===== config.mk =====
export PLATFORM = sky130hd
export DESIGN_NAME = quaternion_from_rotation_matrix
export DESIGN_NICKNAME = d
export VERILOG_FILES = /design/src/qfrm_pkg.sv /design/src/qfrm_sums.sv /design/src/qfrm_root_stage.sv /design/src/qfrm_out.sv /design/src/quaternion_from_rotation_matrix.sv
export SDC_FILE = /design/constraint.sdc
export NUM_CORES = 2
export LEC_CHECK = 0
export BUFFER_PORTS_ARGS = -buffer_cell sky130_fd_sc_hd__buf_2
export CAP_MARGIN = 20
export CORE_MARGIN = 1
export CORE_UTILIZATION = 51
export CTS_CLUSTER_SIZE = 14
export DETAILED_ROUTE_END_ITERATION = 6
export PLACE_DENSITY = 0.75
export REMOVE_ABC_BUFFERS = 1
export SLEW_MARGIN = 25
export SYNTH_ARGS = -nofsm -noshare
export SYNTH_HDL_FRONTEND = slang
export SYNTH_SLANG_ARGS = --single-unit

===== constraint.sdc =====
create_clock -name clock -period 22.4 [get_ports clock]
set_input_delay 2.24 -clock clock [delete_from_list [all_inputs] [get_ports clock]]
set_output_delay 2.24 -clock clock [all_outputs]
set_load 0.01 [all_outputs]

===== src/qfrm_pkg.sv =====
package qfrm_pkg;

   // fixed-point format of matrix elements and quaternion parts
   localparam int FRAC_BITS = 14;
   localparam int ELEM_W    = 16;
   localparam int QW_W      = 15;
   localparam int MAG_MAX   = 32767;

   // one plus or minus three elements, signed
   localparam int ONE_W  = FRAC_BITS + 2;
   localparam int SUM_W  = ((ONE_W > ELEM_W) ? ONE_W : ELEM_W) + 2;
   // clamped sum, unsigned
   localparam int S_W    = SUM_W - 1;
   // radicand padded to a whole number of two-bit-per-stage steps
   localparam int RAD_W  = ((S_W + FRAC_BITS + 3) / 4) * 4;
   localparam int ROOT_W = RAD_W / 2;
   localparam int REM_W  = ROOT_W + 2;
   localparam int MAG_W  = ROOT_W - 1;

   // root bits resolved per pipeline stage
   localparam int BITS_PER_STAGE = 2;
   localparam int SQRT_STAGES    = ROOT_W / BITS_PER_STAGE;
   // input register, sum register, root stages, output register
   localparam int LATENCY        = SQRT_STAGES + 3;

   localparam int NUM_LANES = 4;
   localparam int LANE_W    = 0;
   localparam int LANE_X    = 1;
   localparam int LANE_Y    = 2;
   localparam int LANE_Z    = 3;

   localparam logic [SUM_W-1:0] ONE_SUM = SUM_W'(1) << FRAC_BITS;

   // one square root in flight
   typedef struct packed {
      logic [RAD_W-1:0]  rad;
      logic [REM_W-1:0]  rem;
      logic [ROOT_W-1:0] root;
   } root_lane_type;

   // everything that travels down the root pipeline for one request
   typedef struct packed {
      root_lane_type [NUM_LANES-1:0] lane;
      logic                          neg_x;
      logic                          neg_y;
      logic                          neg_z;
   } pipe_type;

endpackage


===== src/qfrm_sums.sv =====
module qfrm_sums
   import qfrm_pkg::*;
(
   input  logic                     clock,
   input  logic                     reset,
   input  logic                     accept,
   input  logic signed [ELEM_W-1:0] m00,
   input  logic signed [ELEM_W-1:0] m01,
   input  logic signed [ELEM_W-1:0] m02,
   input  logic signed [ELEM_W-1:0] m10,
   input  logic signed [ELEM_W-1:0] m11,
   input  logic signed [ELEM_W-1:0] m12,
   input  logic signed [ELEM_W-1:0] m20,
   input  logic signed [ELEM_W-1:0] m21,
   input  logic signed [ELEM_W-1:0] m22,
   output logic                     out_valid,
   output pipe_type                 out_pipe
);

   logic                     valid_ff;
   logic signed [ELEM_W-1:0] m00_ff, m01_ff, m02_ff, m10_ff, m11_ff;
   logic signed [ELEM_W-1:0] m12_ff, m20_ff, m21_ff, m22_ff;
   logic signed [SUM_W-1:0]  a_ext, b_ext, c_ext, one_ext;
   logic signed [SUM_W-1:0]  sum_w, sum_x, sum_y, sum_z;
   logic        [S_W-1:0]    s_w, s_x, s_y, s_z;
   pipe_type                 pipe_in;
   pipe_type                 pipe_ff;
   logic                     pipe_valid_ff;

   function automatic logic [S_W-1:0] clamp(input logic signed [SUM_W-1:0] s);
      logic [S_W-1:0] r;
      r = s[SUM_W-1] ? '0 : s[S_W-1:0];
      return r;
   endfunction

   function automatic root_lane_type seed(input logic [S_W-1:0] s);
      root_lane_type l;
      l.rad  = RAD_W'(s) << FRAC_BITS;
      l.rem  = '0;
      l.root = '0;
      return l;
   endfunction

   // request register
   always_ff @(posedge clock) begin
      if (reset) begin
         valid_ff <= 1'b0;
      end else begin
         valid_ff <= accept;
      end
      if (accept) begin
         m00_ff <= m00; m01_ff <= m01; m02_ff <= m02;
         m10_ff <= m10; m11_ff <= m11; m12_ff <= m12;
         m20_ff <= m20; m21_ff <= m21; m22_ff <= m22;
      end
   end

   // diagonal sums, clamped at zero, and signs of the off-diagonal differences
   always_comb begin
      one_ext = $signed(ONE_SUM);
      a_ext   = SUM_W'(m00_ff);
      b_ext   = SUM_W'(m11_ff);
      c_ext   = SUM_W'(m22_ff);
      sum_w   = one_ext + a_ext + b_ext + c_ext;
      sum_x   = one_ext + a_ext - b_ext - c_ext;
      sum_y   = one_ext - a_ext + b_ext - c_ext;
      sum_z   = one_ext - a_ext - b_ext + c_ext;
      s_w     = clamp(sum_w);
      s_x     = clamp(sum_x);
      s_y     = clamp(sum_y);
      s_z     = clamp(sum_z);
      pipe_in.lane[LANE_W] = seed(s_w);
      pipe_in.lane[LANE_X] = seed(s_x);
      pipe_in.lane[LANE_Y] = seed(s_y);
      pipe_in.lane[LANE_Z] = seed(s_z);
      pipe_in.neg_x = m21_ff < m12_ff;
      pipe_in.neg_y = m20_ff < m02_ff;
      pipe_in.neg_z = m10_ff < m01_ff;
   end

   always_ff @(posedge clock) begin
      if (reset) begin
         pipe_valid_ff <= 1'b0;
      end else begin
         pipe_valid_ff <= valid_ff;
      end
      pipe_ff <= pipe_in;
   end

   assign out_valid = pipe_valid_ff;
   assign out_pipe  = pipe_ff;

endmodule


===== src/qfrm_root_stage.sv =====
module qfrm_root_stage
   import qfrm_pkg::*;
(
   input  logic     clock,
   input  logic     reset,
   input  logic     in_valid,
   input  pipe_type in_pipe,
   output logic     out_valid,
   output pipe_type out_pipe
);

   pipe_type pipe_in;
   pipe_type pipe_ff;
   logic     valid_ff;

   // restoring square root, two result bits per lane
   always_comb begin
      logic [RAD_W-1:0]  d;
      logic [REM_W-1:0]  r;
      logic [ROOT_W-1:0] q;
      logic [REM_W-1:0]  acc;
      logic [REM_W:0]    diff;
      pipe_in = in_pipe;
      for (int ln = 0; ln < NUM_LANES; ln++) begin
         d = in_pipe.lane[ln].rad;
         r = in_pipe.lane[ln].rem;
         q = in_pipe.lane[ln].root;
         for (int st = 0; st < BITS_PER_STAGE; st++) begin
            acc  = {r[REM_W-3:0], d[RAD_W-1 -: 2]};
            diff = {1'b0, acc} - {1'b0, q, 2'b01};
            if (!diff[REM_W]) begin
               r = diff[REM_W-1:0];
               q = {q[ROOT_W-2:0], 1'b1};
            end else begin
               r = acc;
               q = {q[ROOT_W-2:0], 1'b0};
            end
            d = {d[RAD_W-3:0], 2'b00};
         end
         pipe_in.lane[ln].rad  = d;
         pipe_in.lane[ln].rem  = r;
         pipe_in.lane[ln].root = q;
      end
   end

   always_ff @(posedge clock) begin
      if (reset) begin
         valid_ff <= 1'b0;
      end else begin
         valid_ff <= in_valid;
      end
      pipe_ff <= pipe_in;
   end

   assign out_valid = valid_ff;
   assign out_pipe  = pipe_ff;

endmodule


===== src/qfrm_out.sv =====
module qfrm_out
   import qfrm_pkg::*;
(
   input  logic                     clock,
   input  logic                     reset,
   input  logic                     in_valid,
   input  pipe_type                 in_pipe,
   output logic                     out_valid,
   output logic        [QW_W-1:0]   quat_w,
   output logic signed [ELEM_W-1:0] quat_x,
   output logic signed [ELEM_W-1:0] quat_y,
   output logic signed [ELEM_W-1:0] quat_z
);

   logic                     valid_ff;
   logic        [QW_W-1:0]   w_in, w_ff;
   logic signed [ELEM_W-1:0] x_in, x_ff, y_in, y_ff, z_in, z_ff;

   // halve the root and saturate to the part width
   function automatic logic [QW_W-1:0] half_sat(input logic [ROOT_W-1:0] root);
      logic [MAG_W-1:0] mag;
      logic [QW_W-1:0]  r;
      mag = root[ROOT_W-1:1];
      r   = (32'(mag) > 32'(MAG_MAX)) ? QW_W'(MAG_MAX) : QW_W'(mag);
      return r;
   endfunction

   function automatic logic [ELEM_W-1:0] apply_sign(input logic [QW_W-1:0] mag,
                                                    input logic neg);
      logic [ELEM_W-1:0] v;
      v = ELEM_W'(mag);
      return neg ? (ELEM_W'(0) - v) : v;
   endfunction

   always_comb begin
      w_in = half_sat(in_pipe.lane[LANE_W].root);
      x_in = apply_sign(half_sat(in_pipe.lane[LANE_X].root), in_pipe.neg_x);
      y_in = apply_sign(half_sat(in_pipe.lane[LANE_Y].root), in_pipe.neg_y);
      z_in = apply_sign(half_sat(in_pipe.lane[LANE_Z].root), in_pipe.neg_z);
   end

   // result register and strobe
   always_ff @(posedge clock) begin
      if (reset) begin
         valid_ff <= 1'b0;
      end else begin
         valid_ff <= in_valid;
      end
      w_ff <= w_in;
      x_ff <= x_in;
      y_ff <= y_in;
      z_ff <= z_in;
   end

   assign out_valid = valid_ff;
   assign quat_w    = w_ff;
   assign quat_x    = x_ff;
   assign quat_y    = y_ff;
   assign quat_z    = z_ff;

endmodule


===== src/quaternion_from_rotation_matrix.sv =====
// channel   | ports                         | handshake
// ----------+-------------------------------+-------------------------------------
// request   | req_m00 .. req_m22            | taken when start is high, busy low
// result    | rsp_quat_w/x/y/z              | one-cycle strobe rsp_valid
//
// a request can enter every cycle while busy is low; each result passes through
// the input register, sum register, eight root stages and output register
// the latency is set by the 16-bit square root, two root bits per stage
// busy is high only while reset is asserted; reset clears every valid bit
// the receiver cannot stall, so the pipeline always advances
module quaternion_from_rotation_matrix
   import qfrm_pkg::*;
(
   input  logic                     clock,
   input  logic                     reset,
   input  logic                     start,
   output logic                     busy,
   input  logic signed [ELEM_W-1:0] req_m00,
   input  logic signed [ELEM_W-1:0] req_m01,
   input  logic signed [ELEM_W-1:0] req_m02,
   input  logic signed [ELEM_W-1:0] req_m10,
   input  logic signed [ELEM_W-1:0] req_m11,
   input  logic signed [ELEM_W-1:0] req_m12,
   input  logic signed [ELEM_W-1:0] req_m20,
   input  logic signed [ELEM_W-1:0] req_m21,
   input  logic signed [ELEM_W-1:0] req_m22,
   output logic                     rsp_valid,
   output logic        [QW_W-1:0]   rsp_quat_w,
   output logic signed [ELEM_W-1:0] rsp_quat_x,
   output logic signed [ELEM_W-1:0] rsp_quat_y,
   output logic signed [ELEM_W-1:0] rsp_quat_z
);

   logic     accept;
   logic     stage_valid [SQRT_STAGES+1];
   pipe_type stage_pipe  [SQRT_STAGES+1];

   assign busy   = reset;
   assign accept = start && !busy;

   // request capture and diagonal sums
   qfrm_sums u_sums (
      .clock     (clock),
      .reset     (reset),
      .accept    (accept),
      .m00       (req_m00),
      .m01       (req_m01),
      .m02       (req_m02),
      .m10       (req_m10),
      .m11       (req_m11),
      .m12       (req_m12),
      .m20       (req_m20),
      .m21       (req_m21),
      .m22       (req_m22),
      .out_valid (stage_valid[0]),
      .out_pipe  (stage_pipe[0])
   );

   // square root pipeline, four lanes side by side
   for (genvar g = 0; g < SQRT_STAGES; g++) begin : g_root
      qfrm_root_stage u_stage (
         .clock     (clock),
         .reset     (reset),
         .in_valid  (stage_valid[g]),
         .in_pipe   (stage_pipe[g]),
         .out_valid (stage_valid[g+1]),
         .out_pipe  (stage_pipe[g+1])
      );
   end

   // halving, signs and result register
   qfrm_out u_out (
      .clock     (clock),
      .reset     (reset),
      .in_valid  (stage_valid[SQRT_STAGES]),
      .in_pipe   (stage_pipe[SQRT_STAGES]),
      .out_valid (rsp_valid),
      .quat_w    (rsp_quat_w),
      .quat_x    (rsp_quat_x),
      .quat_y    (rsp_quat_y),
      .quat_z    (rsp_quat_z)
   );

endmodule


==> impl_results.rst <==
.. list-table::
   :header-rows: 1

   * - Metric
     - Value
   * - Hold Path Class
     - reg2reg
   * - Number of vias after detailed routing
     - 42055
   * - Setup Fix Bufs, Post-CTS
     - 0
   * - I/O pin total
     - 212
   * - Max_slew headroom
     - 34.8%
   * - Total Wirelength
     - 114000 um
   * - Family with the most delay on the worst path
     - compound AO/OA/AOI/OAI gates
   * - Power consumption
     - 0.0111 W
   * - Port Buffer Count
     - 211
   * - Worst supply voltage drop on vdd
     - 0.0800 mV
   * - Period minus WS final
     - 6.80 ns
   * - Count of nets after finishing
     - 7059
   * - Cells along the critical path
     - inv_1, ha_1, fa_1, a211oi_1, nor2_1, o41a_1, a211o_1, o31ai_1, and2_1, nand2_1, o21ai_0, ha_1, a21oi_1, nor2b_1, o21a_1, o21a_1, o41ai_2, o21ai_0, or3_1, a31oi_1, and4b_1, mux2_2
   * - Min-Delay Startpoint
     - u_sums.out_pipe[191]$_SDFF_PP0_
   * - Number of clock sinks seen by CTS
     - 1117
   * - DRC viols
     - 4
   * - Area added between synthesis and finish
     - 11.6%
   * - Post-synthesis instance total
     - 6017
   * - Register bit count reported by yosys
     - 1117
   * - Achievable frequency
     - 0.147 GHz
   * - Clock skew
     - 0.0286 ns
   * - CTS H-Tree Depth
     - 3
   * - YS warnings
     - 0
   * - Wire length per cell after detailed routing
     - 14.5 um
   * - Starting DRT DRC Count
     - 1951
   * - Initial core utilization
     - 51.3%
   * - Xor-xnor portion of the synthesized cell area
     - 7.55%
   * - CTS max path bufs
     - 3
   * - Leading cell types by total area after synthesis
     - dfxtp_1, ha_1, edfxtp_1
   * - Setup TNS
     - 0 ns
   * - Routability congestion estimate
     - 0.900
   * - Least-Margin Pin Slew
     - 0.971 ns
   * - Synthesized area divided by synthesized cell count
     - 9.59 sq um
   * - TritonCTS clock tree
     - done
   * - Number of antenna violations at the first check in global routing
     - 3
   * - Cell Pwr Density
     - 173 nW/um^2
   * - Max-capacitance violation count
     - 0
   * - Crit path launch type
     - register
   * - Multiplexer share of the synthesized area
     - 3.58%
   * - Library cell with the largest summed area after synthesis
     - dfxtp_1
   * - Area share of and/or/nand/nor cells after synthesis
     - 14.4%
   * - Number of detailed-routing iterations run before antenna repair
     - 7
   * - Fraction of the yosys area taken by sequential cells
     - 41.3%
   * - Share of async-settable or async-resettable flops after synthesis
     - 0%
   * - Die Span X
     - 338 um
   * - Buffer and inverter count on the worst path
     - 1
   * - Worst Path Class, Setup
     - reg2reg
   * - Data arrival at the endpoint of the critical path
     - 7.40 ns
   * - Most common flop cell mapped by yosys
     - dfxtp_1
   * - Share of synthesized cell area in full adder, half adder and majority cells
     - 15.1%
   * - Clock root buffer
     - clkbuf_16
   * - Required time at the worst-slack endpoint
     - 23.00 ns
   * - Final ANT Viol Nets
     - 0
   * - Later-pin clock latency in the skew report
     - 0.72 ns
   * - Biggest fanout along the worst timing path
     - 21
   * - Number of global-route vias before repair
     - 41623
   * - Global-route wire length before repair
     - 192000 um
   * - Count of instances resized after the clock tree is built
     - 0
   * - Leakage Power
     - 28.7 nW
   * - Worst flop-to-flop path startpoint
     - g_root[5].u_stage.out_pipe[69]$_DFF_P_
   * - Post-synth EDFFs
     - 144
   * - Compound-gate portion of the synthesized area
     - 13.9%
   * - Area of the mapped netlist
     - 57700 sq um
   * - Largest net degree at the start of global routing
     - 80
   * - Vias/cell
     - 5.35
   * - CTS buffer count
     - 115
   * - Final critical-path share of the clock period
     - 30.4%
   * - Detail Placement HPWL
     - 88600 um
   * - Slowest cell on the critical path
     - and4b_1
   * - Number of failing hold endpoints at the final stage
     - 0
   * - Number of setup violations in the final report
     - 0
   * - Critical Path Start
     - g_root[5].u_stage.out_pipe[69]$_DFF_P_
   * - Post-CTS Hold Fix Bufs
     - 0
   * - Area of the die
     - 114000 sq um
   * - Share of post-route cells with drive strength above 1
     - 9.90%
   * - Dominant combinational cell family by area after synthesis
     - adder cells
   * - CTS clock-pin slew for the worst setup and hold paths
     - 0.06 ns
   * - Die extent in y
     - 338 um
   * - Share of Yosys cell area claimed by the top area cell type
     - 33.8%
   * - Worst stage delay on the critical path
     - 0.68 ns
   * - Core footprint
     - 112000 sq um
   * - Top cell types by occurrence after synthesis
     - dfxtp_1, ha_1, inv_1
   * - Result of the run
     - finished with violations
   * - Capturing element type of the critical path
     - register
   * - GR Util All Layers
     - 19.6%
   * - Most common cell in the netlist
     - dfxtp_1
   * - Violations in the final reports
     - design-rule violations
   * - Placement Rows
     - 123
   * - Residual overflow from global routing
     - 0
   * - Unrepaired setup endpoints after global routing
     - no
   * - Pins Over Slew Limit
     - 0
   * - Number of distinct standard cells referenced by the synthesized netlist
     - 102
-- metrics by stage --
stage / hold slack [ns] / cells / cell area [sq um] / utilization, % / setup slack [ns]
floorplan: 0.310 / 5921 / 57300 / - / 13.11
global placement: 0.310 / 7649 / 60400 / 53.7 / 15.82
detailed placement: 0.312 / 7649 / 60400 / 53.7 / 15.60
CTS: 0.316 / 7861 / 64400 / 57.3 / 15.55
global route: 0.324 / 7863 / 64400 / 57.3 / 15.07
finish: 0.318 / 7864 / 64400 / 57.3 / 15.60
-- flip-flops by register name (all words and copies together) (netlist names) --
register                  cells
g_root.u_stage.out_pipe     828
g_root.u_stage.out_valid      8
u_out.out_valid               1
u_out.quat_w                 15
u_out.quat_x                 16
u_out.quat_y                 16
u_out.quat_z                 16
u_sums.m00_ff                16
u_sums.m01_ff                16
u_sums.m02_ff                16
u_sums.m10_ff                16
u_sums.m11_ff                16
u_sums.m12_ff                16
u_sums.m20_ff                16
u_sums.m21_ff                16
u_sums.m22_ff                16
u_sums.out_pipe              71
u_sums.out_valid              1
u_sums.valid_ff               1
-- where the power goes --
part           internal, W  total [W]  switching (W)  leakage, nW
Sequential         0.00276    0.00317       0.000409         9.44
Clock              0.00117    0.00197       0.000802         1.94
Combinational      0.00274    0.00599        0.00325         17.3
-- cells by family after synthesis --
| logic type | count (synthesis) |
|---|---|
| flops | 1117 |
| simple gates | 1688 |
| xor+xnor | 497 |
| fa+ha+maj | 647 |
| compound gates | 1237 |
| mux | 189 |
| buf+inv | 641 |
| other cells | 1 |
-- cell usage in the layout (no fill, tap or decap), types with 42 or more instances in the layout --
cell type and instances:
o21ai_0 265, clkbuf_16 119, a21oi_1 356, nor4_1 48, o21a_1 104, xor2_1 187
o21bai_1 42, nand3_1 123, inv_1 535, a21o_1 97, xnor2_1 310, or3_1 61
nand2_1 358, nand2b_1 81, dfxtp_1 973, ha_1 564, nor2b_1 85, fa_1 81
mux2i_1 51, nor3_1 190, mux2_2 137, buf_2 211, o31ai_1 54, edfxtp_1 144
a211oi_1 44, nor2_1 507
-- cell type report --
cell class / instances / area [sq um]
fillers: 9580 / 47900
multi-input cells: 4262 / 31500
flip-flops and latches: 1117 / 23800
clock buffers: 154 / 3260
inverters: 542 / 2040
well taps: 1500 / 1880
repair buffers: 229 / 1200
clock inverters: 58 / 738
diodes: 2 / 5.00
-- routing by layer --
metal / global-route usage, % / share of wire, %
met3: 3.03 / 4.5
met2: 34.7 / 48
met1: 23.7 / 44
met4: 7.68 / 3.4
met5: 0 / 0.020
-- final timing paths --
path | cells after the start | end | slack, ns
worst min-delay path | 0 | g_root[0].u_stage.out_pipe[195]$_DFF_P_ | 0.32
worst max register to register | 22 | g_root[6].u_stage.out_pipe[97]$_DFF_P_ | 15.60
worst max-delay path | 22 | g_root[6].u_stage.out_pipe[97]$_DFF_P_ | 15.60
worst min register to register | 0 | g_root[0].u_stage.out_pipe[195]$_DFF_P_ | 0.32
Power figures use the tool's default switching activity.
